### src/ughs_pkg.sv
`default_nettype none
package ughs_pkg;

    localparam int MAX_CELLS     = 256;
    localparam int CELL_CAPACITY = 16;
    localparam int MAX_SPAN      = 2;

    localparam int CELL_W  = 8;     // cell index bits
    localparam int SLOT_W  = 4;     // slot bits within a cell
    localparam int FILL_W  = 5;     // fill count, 0..CELL_CAPACITY
    localparam int COORD_W = 16;
    localparam int IDX_W   = 27;    // signed linear cell index

    typedef enum logic [1:0] {
        FN_ADD    = 2'd0,
        FN_QUERY  = 2'd1,
        FN_CLEAR  = 2'd2,
        FN_LOOKUP = 2'd3
    } func_t;

    typedef enum logic [1:0] {
        REG_CELL_SIZE   = 2'd0,
        REG_GRID_WIDTH  = 2'd1,
        REG_GRID_HEIGHT = 2'd2,
        REG_NONE        = 2'd3
    } reg_idx_t;

    typedef enum logic [3:0] {
        ST_IDLE,
        ST_DIVS,
        ST_DIV,
        ST_SPAN1,
        ST_SPAN2,
        ST_CELL,
        ST_CHK,
        ST_FILL,
        ST_QRD,
        ST_NEXT,
        ST_END
    } ughs_state_t;

    typedef struct packed {
        logic ld_in;
        logic div_start;
        logic span1;
        logic span2;
        logic cell_ld;
        logic fill_rd;
        logic add_upd;
        logic q_first;
        logic q_adv;
        logic walk_next;
        logic end_push;
    } ughs_cmd_t;

    typedef struct packed {
        func_t func;
        logic  inr;
        logic  alloc_hit;
        logic  fill_zero;
        logic  j_more;
        logic  walk_last;
        logic  out_free;
        logic  pend_blocked;
        logic  pend_v;
        logic  div_done;
    } ughs_sts_t;

    typedef struct packed {
        logic [15:0]       found_item;
        logic              hit;
        logic [CELL_W-1:0] cell_index;
        logic              found;
        logic              stored;
        logic              overflow;
        logic              last;
    } ughs_beat_t;

endpackage
`default_nettype wire

### src/ughs_ctrl.sv
`default_nettype none
module ughs_ctrl (
    input  wire logic                aclk,
    input  wire logic                aresetn,
    input  wire logic                in_valid,
    output logic                     in_ready,
    input  wire ughs_pkg::ughs_sts_t sts,
    output ughs_pkg::ughs_cmd_t      cmd
);
    import ughs_pkg::*;

    ughs_state_t state_reg, state_next;

    always_comb begin
        state_next = state_reg;
        case (state_reg)
            ST_IDLE:  if (in_valid) state_next = ST_DIVS;
            ST_DIVS:  state_next = ST_DIV;
            ST_DIV:   if (sts.div_done) state_next = ST_SPAN1;
            ST_SPAN1: state_next = ST_SPAN2;
            ST_SPAN2: begin
                if (sts.func inside {FN_CLEAR, FN_LOOKUP}) state_next = ST_END;
                else state_next = ST_CELL;
            end
            ST_CELL:  state_next = ST_CHK;
            ST_CHK: begin
                if (sts.inr && (sts.func == FN_ADD || sts.alloc_hit)) state_next = ST_FILL;
                else state_next = ST_NEXT;
            end
            ST_FILL: begin
                if (sts.func != FN_ADD && !sts.fill_zero) state_next = ST_QRD;
                else state_next = ST_NEXT;
            end
            ST_QRD:   if (!sts.pend_blocked && !sts.j_more) state_next = ST_NEXT;
            ST_NEXT: begin
                if (sts.walk_last) state_next = ST_END;
                else state_next = ST_CELL;
            end
            ST_END:   if (sts.out_free) state_next = ST_IDLE;
            default:  state_next = ST_IDLE;
        endcase
    end

    always_comb begin
        cmd      = '0;
        in_ready = 1'b0;
        case (state_reg)
            ST_IDLE: begin
                in_ready   = 1'b1;
                cmd.ld_in  = in_valid;
            end
            ST_DIVS:  cmd.div_start = 1'b1;
            ST_DIV: begin
            end
            ST_SPAN1: cmd.span1 = 1'b1;
            ST_SPAN2: cmd.span2 = 1'b1;
            ST_CELL:  cmd.cell_ld = 1'b1;
            ST_CHK:   cmd.fill_rd = sts.inr && (sts.func == FN_ADD || sts.alloc_hit);
            ST_FILL: begin
                cmd.add_upd = (sts.func == FN_ADD);
                cmd.q_first = (sts.func != FN_ADD) && !sts.fill_zero;
            end
            ST_QRD:   cmd.q_adv = !sts.pend_blocked;
            ST_NEXT:  cmd.walk_next = !sts.walk_last;
            ST_END:   cmd.end_push = sts.out_free;
            default: begin
            end
        endcase
    end

    always_ff @(posedge aclk) begin
        if (!aresetn) begin
            state_reg <= ST_IDLE;
        end else begin
            state_reg <= state_next;
        end
    end
endmodule
`default_nettype wire
### config.mk
export PLATFORM = sky130hd
export DESIGN_NAME = ughs_ctrl
export DESIGN_NICKNAME = d
export VERILOG_FILES = /design/src/ughs_pkg.sv /design/src/ughs_ctrl.sv
export SDC_FILE = /design/constraint.sdc
export NUM_CORES = 1
export LEC_CHECK = 0
export BUFFER_PORTS_ARGS = -buffer_cell sky130_fd_sc_hd__buf_4
export CAP_MARGIN = 15
export CELL_PAD_IN_SITES_DETAIL_PLACEMENT = 1
export CELL_PAD_IN_SITES_GLOBAL_PLACEMENT = 1
export CORE_MARGIN = 3
export CORE_UTILIZATION = 28
export DETAILED_ROUTE_END_ITERATION = 8
export HOLD_SLACK_MARGIN = 0.03
export PLACE_DENSITY = 0.84
export REMOVE_ABC_BUFFERS = 1
export SYNTH_ARGS = -nofsm -noshare
export SYNTH_HDL_FRONTEND = slang
export SYNTH_SLANG_ARGS = --single-unit
export TNS_END_PERCENT = 50
### constraint.sdc
create_clock -name aclk -period 1.82 [get_ports aclk]
set_clock_uncertainty 0.1 [all_clocks]
set_input_delay 0.091 -clock aclk [delete_from_list [all_inputs] [get_ports aclk]]
set_output_delay 0.091 -clock aclk [all_outputs]
set_load 0.005 [all_outputs]
# Word level (Yosys, flattened, before mapping)
# Index checks and enable logic that the tools add are counted.
# op_classes
eq_ne	16
muxes	20
reduce_logical	13
# ops
operator	count
4-bit case mux with 11 select lines	1
4-bit two-way mux	7
4-bit by 3-bit equality test with 1-bit output (second input constant)	4
4-bit equality test (second input constant)	3
1-bit two-way mux	11
4-bit by 2-bit equality test with 1-bit output (second input constant)	2
2-bit inequality test (second input constant)	4
2-bit equality test (second input constant)	2
4-bit by 1-bit equality test with 1-bit output (second input constant)	1
1-bit zero test	4
4-bit zero test	1
4-bit AND reduction	1
2-bit nonzero test	2
1-bit logical AND	3
2-bit zero test	1
2-bit two-way mux	1
1-bit logical OR	1
# totals
reg_bits	4
in_bits	14
out_inout_bits	12

# Depth between registers and ports, before layout
# Gate-level depths: netlist (run 1).
# logic_depth
ltp_word	5
ltp_mapped	7
depth_no_buf	5

# Least setup slack after synthesis (run 1)
# Ideal clock, no wire load.
# synth_path
path_type	register to register
from	register state_reg[1]
to	register state_reg[1]
setup_time_ns	0.118
arrival_ns	1.151
setup_slack_ns	0.451
stages_incl_launch_ff	7
path_buffers	1
period_less_slack_ns	1.369
path_cell_list	dfxtp_1 buf_6 or3_4 nand3_1 o21ai_1 a32oi_1 nor2b_1
# synth_via
elab_chain_cells	3
elab_cells_between_ends	17
classes_between	eq/ne (14); mux (1); reduce/logical (2)
# synth_lines
element	line	rtl
start: declaration	ughs_ctrl.sv:12	ughs_state_t state_reg, state_next;
start signal: assignment	ughs_ctrl.sv:75	state_reg <= state_next;
4-bit equality test, or another cell as far along	ughs_ctrl.sv:16	case (state_reg)
2-bit inequality test (no line)	n/a	
4-bit AND reduction (no line)	n/a	
# Parallel ways exist; a longest one is shown, timed or not.
# A chain may end at the register's enable or synchronous reset.

==> results of run 1 <==
final timing paths:
check	start	to	slack (ns)	cells past startpoint
worst max register to register	state_reg[0]	state_reg[1]	0.26	6
worst min-delay path	sts[3]	state_reg[3]	0.15	4
worst min register to register	state_reg[3]	state_reg[3]	0.62	2
worst max-delay path	state_reg[0]	cmd[1]	0.21	3
logic make-up after synthesis:
kind of cell           synth area share (%)
AO/OA/AOI/OAI                          23.3
buffers and inverters                  9.82
flip-flops                             16.5
multiplexers                           2.33
AND/OR/NAND/NOR                        48.1
per-stage QoR:
stage	util [%]	setup WS, ns
after detailed placement	42.5	0.231
final	44.7	0.213
after CTS	44.6	0.0942
after global routing	44.7	0.0757
after global placement	42.5	0.256
after floorplan	-	0.364
tightest hold or removal path, delay by kind of cell:
family / cells / cell delay [ns]
and+or+nand+nor: 2 / 0.19
buffers and inverters: 1 / 0.08
AOI/OAI and AO/OA: 1 / 0.07
metal layers:
layer  up-vias  track usage, %  wire, um
met3         4            2.26        53
met2        11            25.1       715
li1        301               -         -
met4         0            9.68        34
met5         -               0         0
met1       261            17.3       626
synthesized netlist by cell type:
master | n | area share [%]
nor2_1 | 9 | 7.0
nor3_1 | 6 | 6.2
a21oi_1 | 5 | 5.2
nand2_1 | 5 | 3.9
dfxtp_1 | 4 | 17
nand2b_1 | 4 | 5.2
nor2b_1 | 4 | 5.2
buf_6 | 3 | 7.0
nand3_1 | 3 | 3.1
o21ai_0 | 3 | 3.1
o21ai_1 | 3 | 3.1
and3_1 | 2 | 2.6
buf_2 | 2 | 2.1
a21boi_1 | 1 | 1.6
a21o_1 | 1 | 1.6
a31oi_1 | 1 | 1.3
a32oi_1 | 1 | 1.8
and2_1 | 1 | 1.3
and3b_1 | 1 | 1.8
inv_1 | 1 | 0.77
mux2_2 | 1 | 2.3
nand3b_1 | 1 | 1.6
nand4_2 | 1 | 2.6
nor2_8 | 1 | 4.1
nor4_1 | 1 | 1.3
o211a_1 | 1 | 2.1
o221ai_1 | 1 | 1.8
o31a_1 | 1 | 1.8
or3_4 | 1 | 2.3
power by group through the flow:
stage	sequential [mW]	clock, mW	combinational [mW]
floorplan	0.182	0	0.216
global placement	0.180	0	0.379
detailed placement	0.181	0	0.386
CTS	0.181	0.115	0.391
global route	0.191	0.122	0.429
finish	0.181	0.108	0.384
final cells by class:
type / instances / area, sq um / area share, %
inverter: 1 / 3.75 / 0.539
tap: 16 / 20.0 / 2.87
timing repair buffer: 28 / 213 / 30.5
clock buffer: 3 / 22.5 / 3.23
sequential: 4 / 81.3 / 11.7
multi-input combinational: 59 / 357 / 51.2
repair_timing:
action                                  4_1_cts  5_1_grt
endpoints found under the hold margin         3        0
endpoints found under the setup margin        0        2
setup buffers                                 0        0
hold buffers                                  1        0
gates resized for setup                       0        1
==> results.json, run 1 <==
{
  "switching_share_pct": 42.1,
  "power_frac_comb_pct": 57.1,
  "crit_family": "flip-flops",
  "drtAntennaViolNets": 0,
  "grt.total_usage_pct": 14.9,
  "maxCapViolations": 0,
  "slew_violations": 0,
  "port_buffers": 24,
  "hold_viol": 0,
  "dp_cells": 107,
  "status": "finished, final reports clean",
  "final.period_utilization_pct": 88.3,
  "num_rows": 14,
  "ys_seq_area_share_pct": 16.5,
  "die_w_um": 47.6,
  "crit_chain": "nand2b_1 -> nor3_1 -> buf_4",
  "num-nets-final": 111,
  "final_cell_mix": "27 x buf_4, 9 x nor2_1, 6 x nor3_1",
  "pwr_density_cell_nw_per_um2": 966,
  "fin_cells": 111,
  "sequentialPowerShare_pct": 26.9,
  "synth_cells": 69,
  "cts.sinks": 4,
  "htreeDepth": 1,
  "clockBufferDepth": 2,
  "min_period_ns": 1.61,
  "totalPowerFinal_mw": 0.673,
  "drive_above_1_share_pct": 36.8,
  "gp_congestion": 0.767,
  "area_delta_synth_final_pct": 43.9,
  "worstSetupStartpointType": "flop",
  "avgSynthCellArea_sq_um": 7.02,
  "clock_latency_ns": 0.23,
  "setup_viol": 0,
  "design.core.area_sq_um": 1560,
  "final_common_cell": "buf_4",
  "antenna_found_initial": 0,
  "io_pins": 26,
  "cpPeakStageDelay_ns": 0.57,
  "nFillCells": 215,
  "clock-root-buffer": "clkbuf_4",
  "maxSlewHeadroom_pct": 67.6,
  "crit_type": "flop to output port",
  "max_freq_ghz": 0.622,
  "arrival_ns": 1.42,
  "tritoncts": "built",
  "die_area_sq_um": 2260,
  "vias_per_cell": 5.20,
  "drtPass1Iterations": 2,
  "drtIter0Drc": 4,
  "first_global_vias": 555,
  "path_buf_inv": 1,
  "ys_ff_latch": 4,
  "hold_ws_ns": 0.152,
  "cts.clk_slew.worst_paths_ns": 0.04,
  "crit_fanout": 13,
  "routed_wl_mm": 1.43,
  "grt_pass1_wl_mm": 2.34,
  "grt_overflow": 0,
  "yosysWarningCount": 0,
  "ys_types": 29,
  "placed_area_sq_um": 663,
  "syn_area_sq_um": 484,
  "largest_reg_flops": 4,
  "start_util_pct": 31.1,
  "p_clk_share_pct": 16.0,
  "worst_ir_drop_vdd_uv": 550,
  "grt_max_degree": 16,
  "worst_pin_slew_ns": 0.485,
  "vias": 577,
  "p_switching_mw": 0.283,
  "p_leak_nw": 0.313,
  "crit_required_ns": 1.63,
  "power.internal_mw": 0.390,
  "die_y_um": 47.6,
  "cp-end-kind": "output port",
  "grt_setup_unrepaired": "no",
  "cts_made_buffers": 3,
  "hpwl_mm": 1.10,
  "num_antenna_cells": 0,
  "finalSetupTns_ns": 0,
  "finalInstanceArea_sq_um": 697,
  "routedWlPerCell_um": 12.9,
  "drc": 0,
  "hp-class": "input pin to flop",
  "critical_path.slowest_cell": "dfxtp_1"
}
Note: power is estimated with default switching activity, not from simulation.
==> run 2, diff against run 1 <==
clock period = 1.6 ns   (was 1.82 ns; I/O delays follow)
==> run 2 against run 1 <==
Routed wire length rose by 18%; largest power group unchanged; largest cell class unchanged; worst hold slack got worse by 0.0012 ns; final cell count rose by 3.6%.
==> results.json, run 2 (synthesized netlist as in run 1, its figures left out) <==
{
  "status": "finished, final reports clean",
  "first_global_vias": 621,
  "clockBufferDepth": 2,
  "p_switching_mw": 0.357,
  "final_common_cell": "buf_4",
  "maxSlewHeadroom_pct": 80.2,
  "final.period_utilization_pct": 94.7,
  "arrival_ns": 1.33,
  "num-nets-final": 115,
  "antenna_found_initial": 0,
  "crit_fanout": 11,
  "grt_overflow": 0,
  "crit_chain": "buf_4 -> nor4_2 -> and2_1 -> buf_4",
  "cpPeakStageDelay_ns": 0.37,
  "cts_made_buffers": 3,
  "io_pins": 26,
  "power_frac_comb_pct": 61.1,
  "num_rows": 14,
  "grt_max_degree": 16,
  "die_y_um": 47.6,
  "worstSetupStartpointType": "flop",
  "start_util_pct": 31.1,
  "vias": 614,
  "gp_congestion": 0.707,
  "crit_family": "simple AND/OR/NAND/NOR gates",
  "worst_pin_slew_ns": 0.297,
  "die_area_sq_um": 2260,
  "grt_setup_unrepaired": "no",
  "hold_ws_ns": 0.151,
  "largest_reg_flops": 4,
  "grt_pass1_wl_mm": 2.90,
  "hp-class": "input pin to flop",
  "crit_type": "flop to output port",
  "hold_viol": 0,
  "slew_violations": 0,
  "maxCapViolations": 0,
  "worst_ir_drop_vdd_uv": 808,
  "routedWlPerCell_um": 14.6,
  "fin_cells": 115,
  "drtAntennaViolNets": 0,
  "num_antenna_cells": 0,
  "crit_required_ns": 1.42,
  "final_core_util_pct": 48.6,
  "hpwl_mm": 1.31,
  "cp-end-kind": "output port",
  "design.core.area_sq_um": 1560,
  "crit_top_cell": "buf_4",
  "clock-root-buffer": "clkbuf_4",
  "pwr_density_cell_nw_per_um2": 1150,
  "sequentialPowerShare_pct": 24.2,
  "dp_cells": 111,
  "clock_latency_ns": 0.24,
  "area_delta_synth_final_pct": 56.3,
  "cts.sinks": 4,
  "drtPass1Iterations": 3,
  "cts.clk_slew.worst_paths_ns": 0.04,
  "drive_above_1_share_pct": 44.4,
  "die_w_um": 47.6,
  "routed_wl_mm": 1.68,
  "port_buffers": 24,
  "drc": 0,
  "max_freq_ghz": 0.660,
  "vias_per_cell": 5.34,
  "p_clk_share_pct": 14.7,
  "totalPowerFinal_mw": 0.869,
  "drtIter0Drc": 6,
  "setup_viol": 0,
  "grt.total_usage_pct": 18.1,
  "min_period_ns": 1.51,
  "htreeDepth": 1,
  "path_buf_inv": 2,
  "critical_path.slowest_cell": "dfxtp_4",
  "p_leak_nw": 0.341,
  "switching_share_pct": 41.1,
  "final_cell_mix": "30 x buf_4, 9 x nor2_1, 6 x nor3_1",
  "tritoncts": "built",
  "power.internal_mw": 0.512,
  "finalSetupTns_ns": 0
}
run 2: changes by cell type in the layout (fill, tap and decap cells not counted):
cell / before / now
buf_12: 0 / 1
dfxtp_4: 0 / 2
buf_4: 27 / 30
nor2b_2: 0 / 1
dfxtp_1: 3 / 0
dfxtp_2: 1 / 2
nor2b_1: 4 / 3
nor4_2: 0 / 1
nor4_1: 1 / 0
run 2: final timing paths:
kind	start	end	slack, ns	cells after the start
worst max-delay path	state_reg[1]	cmd[10]	0.09	4
worst max register to register	state_reg[1]	state_reg[1]	0.16	5
worst min register to register	state_reg[3]	state_reg[3]	0.54	2
worst min-delay path	sts[3]	state_reg[3]	0.15	4
run 2: layer usage:
layer	share of wire [%]	vias up	GRT usage, %
li1	-	312	-
met1	42	289	23.3
met2	54	11	30.7
met3	2.7	2	2.26
met4	0.77	0	6.45
met5	0	-	0
run 2: timing repair:
| item | in CTS | in global routing |
|---|---|---|
| gates resized for setup | 6 | 2 |
| hold endpoints to repair | 3 | 0 |
| setup endpoints to repair | 4 | 2 |
| hold buffers | 1 | 0 |
| setup buffers | 0 | 0 |
run 2: cell type report:
cell class	instances	area, sq um
inverters	1	3.75
well taps	16	20.0
fillers	205	802
clock buffers	3	22.5
multi-input cells	59	365
flip-flops and latches	4	90.1
repair buffers	32	255
run 2: metrics by stage:
step	worst slack, ns	area (sq um)
2_1_floorplan	0.144	440
4_1_cts	0.0368	752
3_5_place_dp	0.0630	706
5_1_grt	0.0157	757
3_3_place_gp	0.0758	706
6_report	0.0855	757
run 2: power by group through the flow:
stage | Sequential [mW] | Combinational, mW | Clock [mW]
final | 0.211 | 0.531 | 0.127
after global routing | 0.222 | 0.587 | 0.141
after CTS | 0.209 | 0.536 | 0.133
after detailed placement | 0.202 | 0.521 | 0
after global placement | 0.201 | 0.500 | 0
after floorplan | 0.207 | 0.246 | 0
run 2: tightest hold or removal path, delay by kind of cell:
| family | cells | cell delay (ns) |
|---|---|---|
| AND/OR/NAND/NOR | 2 | 0.20 |
| buffers and inverters | 1 | 0.08 |
| AO/OA/AOI/OAI | 1 | 0.07 |
